--- src/rtl/srs_pkg.sv ---
`timescale 1ns / 1ps
// ============================================================================
// srs_pkg
// Shared constants, codes and types of the selective-repeat sender.
// ============================================================================
package srs_pkg;

    localparam int WINDOW_SLOTS  = 6;
    localparam int SEQ_SPACE     = 12;
    localparam int PAYLOAD_WORDS = 5;
    localparam int RAM_DEPTH     = WINDOW_SLOTS * PAYLOAD_WORDS;

    localparam int SLOT_W = 3;
    localparam int SEQ_W  = 4;
    localparam int WIDX_W = 3;
    localparam int SUM_W  = 13;
    localparam int ADDR_W = 5;
    localparam int WORD_W = 32;

    // input function codes
    localparam logic [1:0] FUNC_MSG     = 2'd0;
    localparam logic [1:0] FUNC_ACK     = 2'd1;
    localparam logic [1:0] FUNC_TIMEOUT = 2'd2;

    // result kinds
    localparam logic [1:0] KIND_SENT = 2'd0;
    localparam logic [1:0] KIND_DROP = 2'd1;
    localparam logic [1:0] KIND_ACK  = 2'd2;
    localparam logic [1:0] KIND_NONE = 2'd3;

    typedef enum logic [2:0] {
        ST_IDLE,
        ST_FILL,
        ST_SEND,
        ST_SCAN,
        ST_ACK_CHECK,
        ST_ACK_SLIDE
    } state_t;

    // slot table update command
    typedef struct packed {
        logic              commit;
        logic              mark;
        logic              clear;
        logic [SLOT_W-1:0] idx;
        logic [SEQ_W-1:0]  seq;
        logic [SUM_W-1:0]  sum;
    } slot_cmd_t;

    // slot table status
    typedef struct packed {
        logic              hit;
        logic [SLOT_W-1:0] hit_idx;
        logic              hit_acked;
        logic              free_ok;
        logic [SLOT_W-1:0] free_idx;
        logic              more;
        logic [SEQ_W-1:0]  rd_seq;
        logic [SUM_W-1:0]  rd_sum;
    } slot_stat_t;

    // result waiting for its payload word from the store
    typedef struct packed {
        logic             valid;
        logic [1:0]       kind;
        logic [SEQ_W-1:0] seq;
        logic [SUM_W-1:0] sum;
        logic             use_word;
        logic             last;
        logic             tstart;
        logic             tstop;
        logic             corrupted;
    } pend_t;

    function automatic logic [ADDR_W-1:0] slot_addr(input logic [SLOT_W-1:0] slot,
                                                    input logic [WIDX_W-1:0] idx);
        slot_addr = ADDR_W'(slot) * ADDR_W'(PAYLOAD_WORDS) + ADDR_W'(idx);
    endfunction

endpackage

--- src/rtl/srs_ram.sv ---
`timescale 1ns / 1ps
// ============================================================================
// srs_ram
// Generic single-write, single-read RAM with registered read data.
// ============================================================================
module srs_ram #(
    parameter int WIDTH = 32,
    parameter int DEPTH = 30
) (
    input  logic                     clk,
    input  logic                     wr_en,
    input  logic [$clog2(DEPTH)-1:0] wr_addr,
    input  logic [WIDTH-1:0]         wr_data,
    input  logic [$clog2(DEPTH)-1:0] rd_addr,
    output logic [WIDTH-1:0]         rd_data
);

    logic [WIDTH-1:0] mem [DEPTH];

    // write port and registered read
    always_ff @(posedge clk)
    begin
        if (wr_en)
        begin
            mem[wr_addr] <= wr_data;
        end
        rd_data <= mem[rd_addr];
    end

endmodule

--- src/rtl/srs_sum_unit.sv ---
`timescale 1ns / 1ps
// ============================================================================
// srs_sum_unit
// Shared checksum adder: a + b + c + signed bytes of word, wrapped to 13 bits.
// ============================================================================
module srs_sum_unit (
    input  logic [srs_pkg::SUM_W-1:0]  a,
    input  logic [srs_pkg::SUM_W-1:0]  b,
    input  logic [srs_pkg::SUM_W-1:0]  c,
    input  logic [srs_pkg::WORD_W-1:0] word,
    output logic [srs_pkg::SUM_W-1:0]  sum
);

    logic [srs_pkg::SUM_W-1:0] bytes_sum;

    // sign-extended byte sum
    always_comb
    begin
        bytes_sum = '0;
        for (int i = 0; i < 4; i++)
        begin
            bytes_sum = bytes_sum + {{(srs_pkg::SUM_W-8){word[8*i+7]}}, word[8*i +: 8]};
        end
    end

    assign sum = a + b + c + bytes_sum;

endmodule

--- src/rtl/srs_slot_table.sv ---
`timescale 1ns / 1ps
// ============================================================================
// srs_slot_table
// Window slot registers with sequence lookup, free search and pending scan.
// ============================================================================
module srs_slot_table (
    input  logic                       clk,
    input  logic                       rst_n,
    input  srs_pkg::slot_cmd_t         cmd,
    input  logic [srs_pkg::SEQ_W-1:0]  key,
    input  logic [srs_pkg::SLOT_W-1:0] rd_idx,
    input  logic [srs_pkg::SEQ_W-1:0]  base,
    input  logic [srs_pkg::SEQ_W-1:0]  off,
    output srs_pkg::slot_stat_t        stat
);

    logic [srs_pkg::SEQ_W-1:0] seq_reg   [srs_pkg::WINDOW_SLOTS];
    logic [srs_pkg::SUM_W-1:0] sum_reg   [srs_pkg::WINDOW_SLOTS];
    logic [srs_pkg::WINDOW_SLOTS-1:0] sent_reg;
    logic [srs_pkg::WINDOW_SLOTS-1:0] acked_reg;
    logic [srs_pkg::SEQ_W-1:0] gap [srs_pkg::WINDOW_SLOTS];

    // control bits and sequence numbers
    always_ff @(posedge clk or negedge rst_n)
    begin
        if (!rst_n)
        begin
            sent_reg  <= '0;
            acked_reg <= '0;
            for (int i = 0; i < srs_pkg::WINDOW_SLOTS; i++)
            begin
                seq_reg[i] <= '0;
            end
        end
        else
        begin
            if (cmd.commit)
            begin
                seq_reg[cmd.idx]   <= cmd.seq;
                sent_reg[cmd.idx]  <= 1'b1;
                acked_reg[cmd.idx] <= 1'b0;
            end
            if (cmd.mark)
            begin
                acked_reg[cmd.idx] <= 1'b1;
            end
            if (cmd.clear)
            begin
                sent_reg[cmd.idx]  <= 1'b0;
                acked_reg[cmd.idx] <= 1'b0;
            end
        end
    end

    // checksums, no reset
    always_ff @(posedge clk)
    begin
        if (cmd.commit)
        begin
            sum_reg[cmd.idx] <= cmd.sum;
        end
    end

    // distance of each slot from the window base
    always_comb
    begin
        for (int i = 0; i < srs_pkg::WINDOW_SLOTS; i++)
        begin
            if (seq_reg[i] >= base)
            begin
                gap[i] = seq_reg[i] - base;
            end
            else
            begin
                gap[i] = srs_pkg::SEQ_W'(seq_reg[i] + srs_pkg::SEQ_W'(srs_pkg::SEQ_SPACE) - base);
            end
        end
    end

    // lookup, free search, pending-later flag
    always_comb
    begin
        stat = '0;
        for (int i = srs_pkg::WINDOW_SLOTS - 1; i >= 0; i--)
        begin
            if (sent_reg[i] && seq_reg[i] == key)
            begin
                stat.hit       = 1'b1;
                stat.hit_idx   = srs_pkg::SLOT_W'(i);
                stat.hit_acked = acked_reg[i];
            end
            if (!sent_reg[i])
            begin
                stat.free_ok  = 1'b1;
                stat.free_idx = srs_pkg::SLOT_W'(i);
            end
            if (sent_reg[i] && !acked_reg[i] && gap[i] > off)
            begin
                stat.more = 1'b1;
            end
        end
        stat.rd_seq = seq_reg[rd_idx];
        stat.rd_sum = sum_reg[rd_idx];
    end

endmodule

--- src/rtl/selective_repeat_sender_unit.sv ---
`timescale 1ns / 1ps
// ============================================================================
// selective_repeat_sender_unit
// Sender side of a selective-repeat ARQ link with a six-slot window.
// ============================================================================
// Usage:
//   Input channel: present func, payload_word, word_last and the ack fields
//   with start high; the item is taken at an edge where busy is low.
//   Message and ack words before the last are taken in idle. The last word
//   of a message leads through fill (zeroing the words not stored), a
//   commit step and the send of five words. A closing ack word goes to a
//   check step; a valid ack then slides the window over each acked packet
//   at the base (up to 6) and closes. A timeout walks up to 12 sequence
//   numbers, one per cycle between resends, resending five words per packet.
//   The rate is set by the payload store, read one word a cycle.
//   Results: out_valid strobes one cycle per result; kind, seqnum,
//   checksum, out_word and the flags are valid with it. A result passes
//   through pend_reg and then the output registers; the words of one packet
//   come back to back, a timeout leaves scan cycles between packets, and
//   results always come in item order. The receiver cannot stall.
//   Reset empties the window, stops the timer and zeroes the counters; the
//   payload store needs no clearing.
// ============================================================================
module selective_repeat_sender_unit (
    input  logic               clk,
    input  logic               rst_n,
    input  logic               start,
    output logic               busy,
    input  logic [1:0]         func,
    input  logic [31:0]        payload_word,
    input  logic               word_last,
    input  logic signed [4:0]  ack_seqnum,
    input  logic signed [4:0]  ack_number,
    input  logic signed [12:0] ack_checksum,
    output logic               out_valid,
    output logic [1:0]         kind,
    output logic [3:0]         seqnum,
    output logic signed [12:0] checksum,
    output logic [31:0]        out_word,
    output logic               last,
    output logic               timer_start,
    output logic               timer_stop,
    output logic               corrupted
);

    srs_pkg::state_t state_reg, state_next;

    logic [srs_pkg::WIDX_W-1:0] wi_reg, wi_next;
    logic [srs_pkg::SUM_W-1:0]  acc_reg, acc_next;
    logic [srs_pkg::SEQ_W-1:0]  base_reg, base_next;
    logic [srs_pkg::SEQ_W-1:0]  next_seq_reg, next_seq_next;
    logic                       timer_run_reg, timer_run_next;
    logic [srs_pkg::SEQ_W-1:0]  timer_seq_reg, timer_seq_next;
    logic [srs_pkg::SLOT_W-1:0] slot_reg, slot_next;
    logic [srs_pkg::WIDX_W-1:0] widx_reg, widx_next;
    logic                       send_last_reg, send_last_next;
    logic                       tstart_reg, tstart_next;
    logic [srs_pkg::SEQ_W-1:0]  off_reg, off_next;
    logic                       found_reg, found_next;
    logic                       stop_reg, stop_next;
    logic [4:0]                 ack_seq_reg, ack_seq_next;
    logic [4:0]                 ack_num_reg, ack_num_next;
    logic [srs_pkg::SUM_W-1:0]  ack_chk_reg, ack_chk_next;
    srs_pkg::pend_t             pend_reg, pend_next;

    logic                       accept;
    logic                       word_room;
    logic                       chk_ok;
    logic                       ack_valid;
    logic                       send_done;
    logic                       scan_hit;
    logic                       scan_end;
    logic [4:0]                 scan_sum;
    logic [srs_pkg::SEQ_W-1:0]  scan_seq;

    logic [srs_pkg::SUM_W-1:0]  unit_a, unit_b, unit_c, unit_sum;
    logic [srs_pkg::WORD_W-1:0] unit_word;

    srs_pkg::slot_cmd_t         tbl_cmd;
    srs_pkg::slot_stat_t        tbl_stat;
    logic [srs_pkg::SEQ_W-1:0]  tbl_key;

    logic                       ram_we;
    logic [srs_pkg::ADDR_W-1:0] ram_waddr, ram_raddr;
    logic [srs_pkg::WORD_W-1:0] ram_wdata, ram_rdata;

    srs_sum_unit u_sum (
        .a    (unit_a),
        .b    (unit_b),
        .c    (unit_c),
        .word (unit_word),
        .sum  (unit_sum)
    );

    srs_slot_table u_table (
        .clk    (clk),
        .rst_n  (rst_n),
        .cmd    (tbl_cmd),
        .key    (tbl_key),
        .rd_idx (slot_reg),
        .base   (base_reg),
        .off    (off_reg),
        .stat   (tbl_stat)
    );

    srs_ram #(
        .WIDTH (srs_pkg::WORD_W),
        .DEPTH (srs_pkg::RAM_DEPTH)
    ) u_store (
        .clk     (clk),
        .wr_en   (ram_we),
        .wr_addr (ram_waddr),
        .wr_data (ram_wdata),
        .rd_addr (ram_raddr),
        .rd_data (ram_rdata)
    );

    // common conditions
    assign busy      = (state_reg != srs_pkg::ST_IDLE);
    assign accept    = start && !busy;
    assign word_room = (wi_reg < srs_pkg::WIDX_W'(srs_pkg::PAYLOAD_WORDS));
    assign chk_ok    = (unit_sum == ack_chk_reg);
    assign ack_valid = chk_ok && !ack_num_reg[4] && tbl_stat.hit;
    assign send_done = (widx_reg == srs_pkg::WIDX_W'(srs_pkg::PAYLOAD_WORDS - 1));
    assign scan_hit  = tbl_stat.hit && !tbl_stat.hit_acked;
    assign scan_end  = (off_reg == srs_pkg::SEQ_W'(srs_pkg::SEQ_SPACE - 1));
    assign scan_sum  = {1'b0, base_reg} + {1'b0, off_reg};
    assign scan_seq  = (scan_sum >= 5'(srs_pkg::SEQ_SPACE))
                     ? srs_pkg::SEQ_W'(scan_sum - 5'(srs_pkg::SEQ_SPACE))
                     : srs_pkg::SEQ_W'(scan_sum);

    // table lookup key
    always_comb
    begin
        unique case (state_reg)
            srs_pkg::ST_ACK_CHECK: tbl_key = ack_num_reg[3:0];
            srs_pkg::ST_SCAN:      tbl_key = scan_seq;
            default:               tbl_key = base_reg;
        endcase
    end

    // next state
    always_comb
    begin
        state_next = state_reg;
        unique case (state_reg)
            srs_pkg::ST_IDLE:
            begin
                if (accept && word_last && func == srs_pkg::FUNC_MSG && tbl_stat.free_ok)
                begin
                    state_next = srs_pkg::ST_FILL;
                end
                else if (accept && word_last && func == srs_pkg::FUNC_ACK)
                begin
                    state_next = srs_pkg::ST_ACK_CHECK;
                end
                else if (accept && func == srs_pkg::FUNC_TIMEOUT)
                begin
                    state_next = srs_pkg::ST_SCAN;
                end
            end
            srs_pkg::ST_FILL:
            begin
                if (!word_room)
                begin
                    state_next = srs_pkg::ST_SEND;
                end
            end
            srs_pkg::ST_SEND:
            begin
                if (send_done)
                begin
                    state_next = send_last_reg ? srs_pkg::ST_IDLE : srs_pkg::ST_SCAN;
                end
            end
            srs_pkg::ST_SCAN:
            begin
                if (scan_hit)
                begin
                    state_next = srs_pkg::ST_SEND;
                end
                else if (scan_end)
                begin
                    state_next = srs_pkg::ST_IDLE;
                end
            end
            srs_pkg::ST_ACK_CHECK:
            begin
                state_next = ack_valid ? srs_pkg::ST_ACK_SLIDE : srs_pkg::ST_IDLE;
            end
            srs_pkg::ST_ACK_SLIDE:
            begin
                if (!(tbl_stat.hit && tbl_stat.hit_acked))
                begin
                    state_next = srs_pkg::ST_IDLE;
                end
            end
            default:
            begin
                state_next = srs_pkg::ST_IDLE;
            end
        endcase
    end

    // datapath and results
    always_comb
    begin
        wi_next        = wi_reg;
        acc_next       = acc_reg;
        base_next      = base_reg;
        next_seq_next  = next_seq_reg;
        timer_run_next = timer_run_reg;
        timer_seq_next = timer_seq_reg;
        slot_next      = slot_reg;
        widx_next      = widx_reg;
        send_last_next = send_last_reg;
        tstart_next    = tstart_reg;
        off_next       = off_reg;
        found_next     = found_reg;
        stop_next      = stop_reg;
        ack_seq_next   = ack_seq_reg;
        ack_num_next   = ack_num_reg;
        ack_chk_next   = ack_chk_reg;
        pend_next      = '0;
        tbl_cmd        = '0;
        ram_we         = 1'b0;
        ram_waddr      = srs_pkg::slot_addr(tbl_stat.free_idx, wi_reg);
        ram_wdata      = payload_word;
        ram_raddr      = srs_pkg::slot_addr(slot_reg, widx_reg);
        unit_a         = acc_reg;
        unit_b         = '0;
        unit_c         = '0;
        unit_word      = payload_word;

        unique case (state_reg)
            srs_pkg::ST_IDLE:
            begin
                if (accept && (func == srs_pkg::FUNC_MSG || func == srs_pkg::FUNC_ACK))
                begin
                    if (word_room)
                    begin
                        acc_next = unit_sum;
                        wi_next  = wi_reg + 1'b1;
                        ram_we   = (func == srs_pkg::FUNC_MSG) && tbl_stat.free_ok;
                    end
                    if (word_last && func == srs_pkg::FUNC_MSG)
                    begin
                        if (tbl_stat.free_ok)
                        begin
                            slot_next = tbl_stat.free_idx;
                        end
                        else
                        begin
                            pend_next.valid = 1'b1;
                            pend_next.kind  = srs_pkg::KIND_DROP;
                            pend_next.last  = 1'b1;
                            wi_next         = '0;
                            acc_next        = '0;
                        end
                    end
                    if (word_last && func == srs_pkg::FUNC_ACK)
                    begin
                        ack_seq_next = ack_seqnum;
                        ack_num_next = ack_number;
                        ack_chk_next = ack_checksum;
                    end
                end
                else if (accept && func == srs_pkg::FUNC_TIMEOUT)
                begin
                    off_next   = '0;
                    found_next = 1'b0;
                end
            end
            srs_pkg::ST_FILL:
            begin
                if (word_room)
                begin
                    // zero the words the message did not supply
                    ram_we    = 1'b1;
                    ram_waddr = srs_pkg::slot_addr(slot_reg, wi_reg);
                    ram_wdata = '0;
                    wi_next   = wi_reg + 1'b1;
                end
                else
                begin
                    // commit: checksum = seq - 1 + byte sum
                    unit_a         = srs_pkg::SUM_W'(next_seq_reg);
                    unit_b         = '1;
                    unit_c         = acc_reg;
                    unit_word      = '0;
                    tbl_cmd.commit = 1'b1;
                    tbl_cmd.idx    = slot_reg;
                    tbl_cmd.seq    = next_seq_reg;
                    tbl_cmd.sum    = unit_sum;
                    tstart_next    = !timer_run_reg;
                    if (!timer_run_reg)
                    begin
                        timer_run_next = 1'b1;
                        timer_seq_next = next_seq_reg;
                    end
                    next_seq_next  = (next_seq_reg == srs_pkg::SEQ_W'(srs_pkg::SEQ_SPACE - 1))
                                   ? '0 : next_seq_reg + 1'b1;
                    wi_next        = '0;
                    acc_next       = '0;
                    widx_next      = '0;
                    send_last_next = 1'b1;
                end
            end
            srs_pkg::ST_SEND:
            begin
                pend_next.valid    = 1'b1;
                pend_next.kind     = srs_pkg::KIND_SENT;
                pend_next.seq      = tbl_stat.rd_seq;
                pend_next.sum      = tbl_stat.rd_sum;
                pend_next.use_word = 1'b1;
                pend_next.last     = send_last_reg && send_done;
                pend_next.tstart   = send_last_reg && send_done && tstart_reg;
                widx_next          = widx_reg + 1'b1;
                if (send_done)
                begin
                    off_next = off_reg + 1'b1;
                end
            end
            srs_pkg::ST_SCAN:
            begin
                if (scan_hit)
                begin
                    slot_next      = tbl_stat.hit_idx;
                    widx_next      = '0;
                    send_last_next = !tbl_stat.more;
                    if (!found_reg)
                    begin
                        found_next     = 1'b1;
                        timer_run_next = 1'b1;
                        timer_seq_next = scan_seq;
                        tstart_next    = 1'b1;
                    end
                end
                else if (scan_end)
                begin
                    pend_next.valid = 1'b1;
                    pend_next.kind  = srs_pkg::KIND_NONE;
                    pend_next.last  = 1'b1;
                    timer_run_next  = 1'b0;
                end
                else
                begin
                    off_next = off_reg + 1'b1;
                end
            end
            srs_pkg::ST_ACK_CHECK:
            begin
                unit_a    = acc_reg;
                unit_b    = {{(srs_pkg::SUM_W-5){ack_seq_reg[4]}}, ack_seq_reg};
                unit_c    = {{(srs_pkg::SUM_W-5){ack_num_reg[4]}}, ack_num_reg};
                unit_word = '0;
                wi_next   = '0;
                acc_next  = '0;
                stop_next = 1'b0;
                if (ack_valid)
                begin
                    tbl_cmd.mark = 1'b1;
                    tbl_cmd.idx  = tbl_stat.hit_idx;
                    if (timer_run_reg && timer_seq_reg == ack_num_reg[3:0])
                    begin
                        timer_run_next = 1'b0;
                        stop_next      = 1'b1;
                    end
                end
                else
                begin
                    pend_next.valid     = 1'b1;
                    pend_next.kind      = srs_pkg::KIND_ACK;
                    pend_next.last      = 1'b1;
                    pend_next.corrupted = !chk_ok;
                end
            end
            srs_pkg::ST_ACK_SLIDE:
            begin
                if (tbl_stat.hit && tbl_stat.hit_acked)
                begin
                    // retire the acked packet at the base
                    tbl_cmd.clear = 1'b1;
                    tbl_cmd.idx   = tbl_stat.hit_idx;
                    base_next     = (base_reg == srs_pkg::SEQ_W'(srs_pkg::SEQ_SPACE - 1))
                                  ? '0 : base_reg + 1'b1;
                end
                else
                begin
                    pend_next.valid = 1'b1;
                    pend_next.kind  = srs_pkg::KIND_ACK;
                    pend_next.last  = 1'b1;
                    pend_next.tstop = stop_reg;
                end
            end
            default:
            begin
                pend_next = '0;
            end
        endcase
    end

    // control registers
    always_ff @(posedge clk or negedge rst_n)
    begin
        if (!rst_n)
        begin
            state_reg      <= srs_pkg::ST_IDLE;
            wi_reg         <= '0;
            acc_reg        <= '0;
            base_reg       <= '0;
            next_seq_reg   <= '0;
            timer_run_reg  <= 1'b0;
            timer_seq_reg  <= '0;
            pend_reg       <= '0;
            out_valid      <= 1'b0;
        end
        else
        begin
            state_reg      <= state_next;
            wi_reg         <= wi_next;
            acc_reg        <= acc_next;
            base_reg       <= base_next;
            next_seq_reg   <= next_seq_next;
            timer_run_reg  <= timer_run_next;
            timer_seq_reg  <= timer_seq_next;
            pend_reg       <= pend_next;
            out_valid      <= pend_reg.valid;
        end
    end

    // working and result payload registers
    always_ff @(posedge clk)
    begin
        slot_reg      <= slot_next;
        widx_reg      <= widx_next;
        send_last_reg <= send_last_next;
        tstart_reg    <= tstart_next;
        off_reg       <= off_next;
        found_reg     <= found_next;
        stop_reg      <= stop_next;
        ack_seq_reg   <= ack_seq_next;
        ack_num_reg   <= ack_num_next;
        ack_chk_reg   <= ack_chk_next;
        kind          <= pend_reg.kind;
        seqnum        <= pend_reg.seq;
        checksum      <= pend_reg.sum;
        out_word      <= pend_reg.use_word ? ram_rdata : '0;
        last          <= pend_reg.last;
        timer_start   <= pend_reg.tstart;
        timer_stop    <= pend_reg.tstop;
        corrupted     <= pend_reg.corrupted;
    end

    // every send cycle yields a result, registered in pend_reg and then at the outputs
    a_send_result: assert property (@(posedge clk) disable iff (!rst_n)
        state_reg == srs_pkg::ST_SEND |-> ##2 out_valid)
        else $error("send cycle without result");

    // status results always close their item
    a_status_last: assert property (@(posedge clk) disable iff (!rst_n)
        out_valid && kind != srs_pkg::KIND_SENT |-> last)
        else $error("status result not marked last");

    // a closing ack word goes to the checksum check
    a_ack_check: assert property (@(posedge clk) disable iff (!rst_n)
        accept && word_last && func == srs_pkg::FUNC_ACK |=> state_reg == srs_pkg::ST_ACK_CHECK)
        else $error("ack not checked");

endmodule

--- config.mk ---
export PLATFORM = sky130hd
export DESIGN_NAME = selective_repeat_sender_unit
export DESIGN_NICKNAME = d
export VERILOG_FILES = /design/src/rtl/srs_pkg.sv /design/src/rtl/srs_ram.sv /design/src/rtl/srs_sum_unit.sv /design/src/rtl/srs_slot_table.sv /design/src/rtl/selective_repeat_sender_unit.sv
export SDC_FILE = /design/constraint.sdc
export NUM_CORES = 2
export LEC_CHECK = 0
export BUFFER_PORTS_ARGS = -buffer_cell sky130_fd_sc_hd__buf_2
export CAP_MARGIN = 40
export CORE_ASPECT_RATIO = 0.8
export CORE_MARGIN = 2
export CORE_UTILIZATION = 60
export CTS_BUF_LIST = sky130_fd_sc_hd__clkbuf_16
export CTS_CLUSTER_DIAMETER = 100
export DETAILED_ROUTE_END_ITERATION = 7
export GPL_TIMING_DRIVEN = 0
export PLACE_DENSITY = 0.77
export SLEW_MARGIN = 20
export SYNTH_ARGS = -nofsm -noshare
export SYNTH_HDL_FRONTEND = slang
export SYNTH_SLANG_ARGS = --single-unit
export TNS_END_PERCENT = 10
--- constraint.sdc ---
create_clock -name clk -period 11.2 [get_ports clk]
set_input_delay 1.12 -clock clk [delete_from_list [all_inputs] [get_ports clk]]
set_output_delay 1.12 -clock clk [all_outputs]
set_load 0.005 [all_outputs]
**Word level (Yosys, flattened, before mapping)**

Memories as Yosys holds them, arrays and structs flattened. A register that Yosys moved wholly into a read port is not among the register bits.
Cells that the tools add are included.

- Add/sub/neg operators: 34
- Equal/unequal tests: 37
- Reductions and logical operators: 73
- Muxes and demuxes: 153
- Bitwise gates (word level): 9
- $lt $le $gt $ge: 19
- $mul: 2

Operators by type and width:

| operator | count |
|---|---|
| $mux W13 | 9 |
| $mux W4 | 28 |
| $mux W32 | 3 |
| $mux W3 | 29 |
| $add A13 B13 Y13 | 5 |
| $pmux W32 S2 | 1 |
| $pmux W13 S2 | 2 |
| $sub A4 B4 Y4 | 12 |
| $mux W1 | 44 |
| $mux W5 | 8 |
| $pmux W13 S3 | 1 |
| $logic_and A1 B1 Y1 | 37 |
| $mux W6 | 5 |
| $ne A2 B2 Y1 const B | 15 |
| $eq A4 B4 Y1 | 7 |
| $pmux W3 S3 | 3 |
| $add A4 B4 Y4 const B | 6 |
| $bwmux W24 | 1 |
| $ge A4 B4 Y1 | 6 |
| $gt A4 B4 Y1 | 6 |
| $mux W20 | 1 |
| $and A6 B6 Y6 | 3 |
| $mux W18 | 1 |
| $pmux W3 S6 | 1 |
| other kinds (49) | 93 |

- Output and inout bits: 57
- Memories kept: 2
- RAM bits: 1,038
- Word-level logic and storage cells: 372
- Input port bits: 61
- Register bits after elaboration: 186

Memory list:

| name | words | width | read ports | clocked after Yosys merged registers in | wr ports | line | RTL |
|---|---|---|---|---|---|---|---|
| u_store.mem | 30 | 32 | 1 | 1 | 1 | srs_ram.sv:18 | `logic [WIDTH-1:0] mem [DEPTH];` |
| u_table.sum_reg | 6 | 13 | 1 | 1 | 1 | srs_slot_table.sv:18 | `logic [srs_pkg::SUM_W-1:0] sum_reg [srs_pkg::WINDOW_SLOTS];` |

**Longest topological paths before layout**

- Word-level depth: 26
- Mapped depth: 33
- Gate-level depth less buffers: 29

**Cells and area by module**

Synthesis repeated with hierarchy kept, for this count alone.

- Cell total of the unflattened synthesis: 3,287
- Area total of the unflattened synthesis: 54,019.3 µm²

By module, submodules not included:

| module | seq. area each (µm²) | cells each | area an instance (µm²) | times used |
|---|---|---|---|---|
| srs_ram | 29,468.3 | 1,828 | 37,990.2 | 1 |
| selective_repeat_sender_unit | 3,663.5 | 678 | 7,160.6 | 1 |
| srs_slot_table | 3,243.1 | 572 | 6,929.1 | 1 |
| srs_sum_unit | 0.0 | 209 | 1,939.4 | 1 |

**Worst setup path before layout**

OpenSTA, ideal clock, no wires.

- Path type: reg2reg
- Start point: register state_reg[2]
- End point: register u_table.seq_reg[5] (netlist name)
- Cell stages (with the launch flop): 33
- Path slack: 2,930 ps
- Library setup time: 128 ps
- Arrival: 8,143 ps
- Clock period less this slack: 8,270 ps
- Required time: 11,072 ps
- Buffers on the path: 3
- Cells stage by stage: dfrtp_1 > buf_4 > nor3b_4 > nand2_1 > clkbuf_1 > clkbuf_1 > and3_1 > ha_1 > inv_1 > fa_1 > inv_1 > a21oi_1 > o21bai_1 > a21oi_1 > o21bai_1 > a2111oi_0 > a21oi_1 > fa_1 > fa_1 > fa_1 > inv_1 > ha_1 > o21a_1 > o21a_1 > a41oi_1 > xnor2_1 > xor3_1 > or4_4 > a311oi_4 > a22o_4 > a21oi_4 > nor4_4 > mux2_1

- Cells in the longest elaborated chain, start to end: 19
- Elaborated cells on any way between the ends: 49
- Classes of those cells: add/sub (6); order compare (2); eq/ne (11); mux (19); bitwise (1); reduce/logical (10)

RTL lines:

| item | line | RTL |
|---|---|---|
| from (decl) | selective_repeat_sender_unit.sv:46 | `srs_pkg::state_t state_reg, state_next;` |
| from (signal assigned) | selective_repeat_sender_unit.sv:408 | `state_reg <= srs_pkg::ST_IDLE;` |
| from (signal assigned) | selective_repeat_sender_unit.sv:420 | `state_reg <= state_next;` |
| branches (longest 19 deep; another with $add A13 B13 Y13) | -- |  |
| to (signal, indexed assignment) | srs_slot_table.sv:39 | `seq_reg[cmd.idx] <= cmd.seq;` |
| to (decl) | srs_slot_table.sv:17 | `logic [srs_pkg::SEQ_W-1:0] seq_reg [srs_pkg::WINDOW_SLOTS];` |

Several ways; the timed one is not identified.
A chain may end at the register's enable or synchronous reset.

**Worst setup path in the final report**

- Start point: register state_reg[2]
- End point: memory u_table.sum_reg[2][8] (netlist name), enable pin

- Cells in the longest elaborated chain, start to end: 13
- Elaborated cells on any way between the ends: 43
- Classes of those cells: add/sub (6); eq/ne (11); mux (17); reduce/logical (9)

RTL lines:

| item | line |
|---|---|
| branches (longest 13 deep; another with $add A13 B13 Y13) | -- |
| to (decl) | srs_slot_table.sv:18 |

Several ways; the timed one is not identified.

==> flow_metrics.py <==
metrics = {
    "placement": {
        "finalWeightedCongestion": 0.9175,
        "port_buffers": 117,
        "post-dp-hpwl_mm": 98.27,
        "dp_slack_ps": 863.8,
        "dp.cells": 4344,
    },
    "sta": {
        "max_clock_freq_mhz": 94.93,
        "hold_violations": 0,
        "max_slew.worst_pin.slew_ps": 939.8,
        "setup-tns-final_ps": 0,
        "min_period_over_period": 0.9406,
        "skew_ps": 62.08,
        "rsz0062_at_grt": "no",
        "layout_min_cycle_time_ps": 10530,
        "min_setup_slack_post_route_ps": 665.6,
        "maxSlewViolCount": 0,
        "slew_headroom": 0.3735,
        "setup_violations": 0,
    },
    "layout": {
        "combined_area_of_the_multi_input_logic_cells_um2": 16570,
        "layout.cells.non_filler": 4610,
        "post_route_cells_drive_above_1_share": 0.2692,
        "area_growth_from_synthesis_to_layout_pct": 15.86,
        "finish.net_count": 3540,
        "final.fill_count": 5384,
        "largest_reg_flops": 960,
        "area.sequential_um2": 36430,
        "post-route-util": 0.6983,
    },
    "flow_run": {
        "max_cap_violations": 0,
    },
    "clocking": {
        "clk_root_buffer_cell": "clkbuf_16",
        "post_cts_resized": 0,
        "post-cts-setup-buffers": 0,
        "clock_tree.buffer_depth": 3,
        "cts.sinks": 1259,
        "cts.htree.levels": 3,
        "cts.clk_slew.worst_paths_ps": 70,
        "worstSkewPairLatency_ps": 730,
        "cts_hold_buf": 0,
        "cts_buffers": 116,
        "tritoncts": "built",
    },
    "critical_path": {
        "worstPathMaxFanout": 13,
        "crit_family": "simple AND/OR/NAND/NOR gates",
        "critical_path_arrival_ps": 10890,
        "start_kind": "flop",
        "crit_path_top_delay_cell": "fa_1",
        "timing.critical_path.buf_inv": 8,
        "launching_element_of_the_worst_setup_path": "state_reg[2]$_DFFE_PN0P_",
        "critPathKind": "reg2reg",
        "setup.worst_path.end_class": "flop",
        "critical-path-top-cell-by-count": "inv_1",
        "rr_startpoint": "state_reg[2]$_DFFE_PN0P_",
        "critical_path.max_stage_delay_ps": 730,
        "crit_required_ps": 11560,
    },
    "yosys": {
        "number_of_enable_flip_flop_cells_after_synthesis": 1075,
        "synth.area.top_cells": "edfxtp_1 60%, mux4_2 13%, dfrtp_1 4.4%",
        "synth-warning-count": 0,
        "postSynth.topFlopCell": "edfxtp_1",
        "seq_area_frac_synth": 0.6790,
        "netlist_area_um2": 53660,
        "async_flop_share": 0.07466,
        "syn_nets": 3162,
        "synth_largest_area_cell": "edfxtp_1",
        "number_of_storage_elements_in_the_synthesis_netlist": 1259,
        "syn_avg_cell_area_um2": 18.34,
        "post_synth_inst_count": 2926,
        "synth_top_area_share": 0.6016,
        "yosys.cell_types.count": 106,
    },
    "floorplan": {
        "core.rowCount": 98,
        "design.core.area_um2": 89020,
        "die-area_um2": 91850,
        "overall_die_height_um": 271.5,
        "initial_core_util": 0.6027,
        "dieWidth_um": 338.3,
        "io-pin-count": 118,
    },
    "route": {
        "postRouteAntennaNets": 0,
        "vias": 30880,
        "drc_errors": 0,
        "final_routed_wirelength_mm": 151.7,
        "detailed_route_iter0_violations": 4295,
        "firstDrtPassIters": 6,
        "route.detailed.wl_per_inst_um": 32.90,
        "drt-vias-per-instance": 6.698,
    },
    "global_routing": {
        "grt_overflow_total": 0,
        "grt_pass1_vias": 31120,
        "wire_length_of_the_first_global_routing_pass_mm": 212.3,
        "grt_max_degree": 78,
        "antenna_found_initial": 2,
        "grt.total_usage": 0.3228,
    },
    "power_and_ir_drop": {
        "total_power_w": 0.02078,
        "p_leak_nw": 21.66,
        "maximum_vdd_drop_mv": 0.2186,
        "cellPowerDensity_nw_per_um2": 334.2,
    },
    "run_status": {
        "outcome": "finished clean",
    },
    "min_path": {
        "hold_path_class": "in2async",
    },
}
==> layout by cell type, fill, tap and decap left out, drive strengths merged, types with 12 or more instances in the layout <==
master and instances:
edfxtp 1075, mux4 305, buf 295, clkbuf 207
inv 137, nor2 119, ha 108, nand2 104
mux2 96, dfrtp 94, dfxtp 90, a21oi 73
and2 71, fa 67, clkinv 55, o21ai 54
xnor2 43, mux2i 38, xor2 31, and3 28
a211oi 27, a21o 26, nor3 20, nand3 18
nor2b 15, nand2b 15, or3 13, nand4 12
==> per-layer routing <==
layer | GRT usage | wire length [um] | up-vias | part of all wire
met4 | 0.1292 | 6668 | 2 | 0.044
met5 | 0 | 47 | - | 0.00031
met2 | 0.5249 | 73690 | 2178 | 0.49
met1 | 0.4295 | 54690 | 15970 | 0.36
met3 | 0.07353 | 16570 | 403 | 0.11
li1 | - | - | 12330 | -
==> kinds of logic (layout without fill, tap and decap cells) <==
logic type	count (synthesis)	after routing	share of synthesized area
buffers and inverters	230	710	0.01702
other	0	4	0
AOI/OAI and AO/OA	288	288	0.03943
and+or+nand+nor	458	458	0.04512
muxes	439	439	0.1558
xor gates and xnor gates	77	77	0.01338
adders and majority gates	175	175	0.05018
DFF	1259	1259	0.6790
==> worst paths after layout <==
check,cells past startpoint,end,slack [ps]
setup reg to reg,32,u_table.sum_reg[2][8]$_DFFE_PP_,670
hold / removal,1,pend_reg[11]$_DFF_PN0_,230
hold reg to reg,0,seqnum[1]$_DFF_P_,340
max in group asynchronous,2,u_table.seq_reg[21]$_DFFE_PN0P_,10240
setup / recovery,32,u_table.sum_reg[2][8]$_DFFE_PP_,670
min in group clk,0,seqnum[1]$_DFF_P_,340
==> where the power goes <==
group	total (W)	switching (W)	internal (W)
sequential	0.00610	0.000227	0.00588
combinational	0.0108	0.00595	0.00484
clock	0.00388	0.00181	0.00208
==> final cells by class <==
class	count	area share
sequential	1259	0.5861
buffer	123	0.008393
multi-input combinational	1437	0.2666
tap	1200	0.02415
clock inverter	101	0.01185
inverter	107	0.006461
antenna	4	0.0001610
clock buffer	119	0.04790
timing repair buffer	260	0.04842
==> stage by stage <==
step	area (um^2)	hold slack, ps
after detailed placement	57860	328.1
final	62170	231.6
after CTS	61570	209.8
after floorplan	53660	324.2
after global routing	62160	223.1
after global placement	55740	334.7
==> cell usage after synthesis, types with 5 or more instances <==
cell type,n
mux4_2,305
nor4_1,10
dfxtp_1,90
nand2b_1,15
o31ai_1,5
o21bai_1,6
o21ai_0,48
mux2i_1,38
buf_1,21
nor2b_1,15
a211oi_1,25
o21a_1,10
and2_1,71
fa_1,67
a31oi_1,6
nor3_1,18
nor2_1,118
clkbuf_1,88
a21o_1,26
mux2_4,8
ha_1,108
o22ai_1,10
buf_2,7
a21oi_1,69
a22oi_1,10
nand3_1,18
xor2_1,31
mux2_2,72
nand2_1,104
or3_1,12
dfrtp_1,94
o2111ai_1,6
inv_1,104
and3_1,27
a22o_1,6
nand4_1,10
mux2_1,16
nand3b_1,7
edfxtp_1,1075
xnor2_1,43
Power figures use the tool's default switching activity.
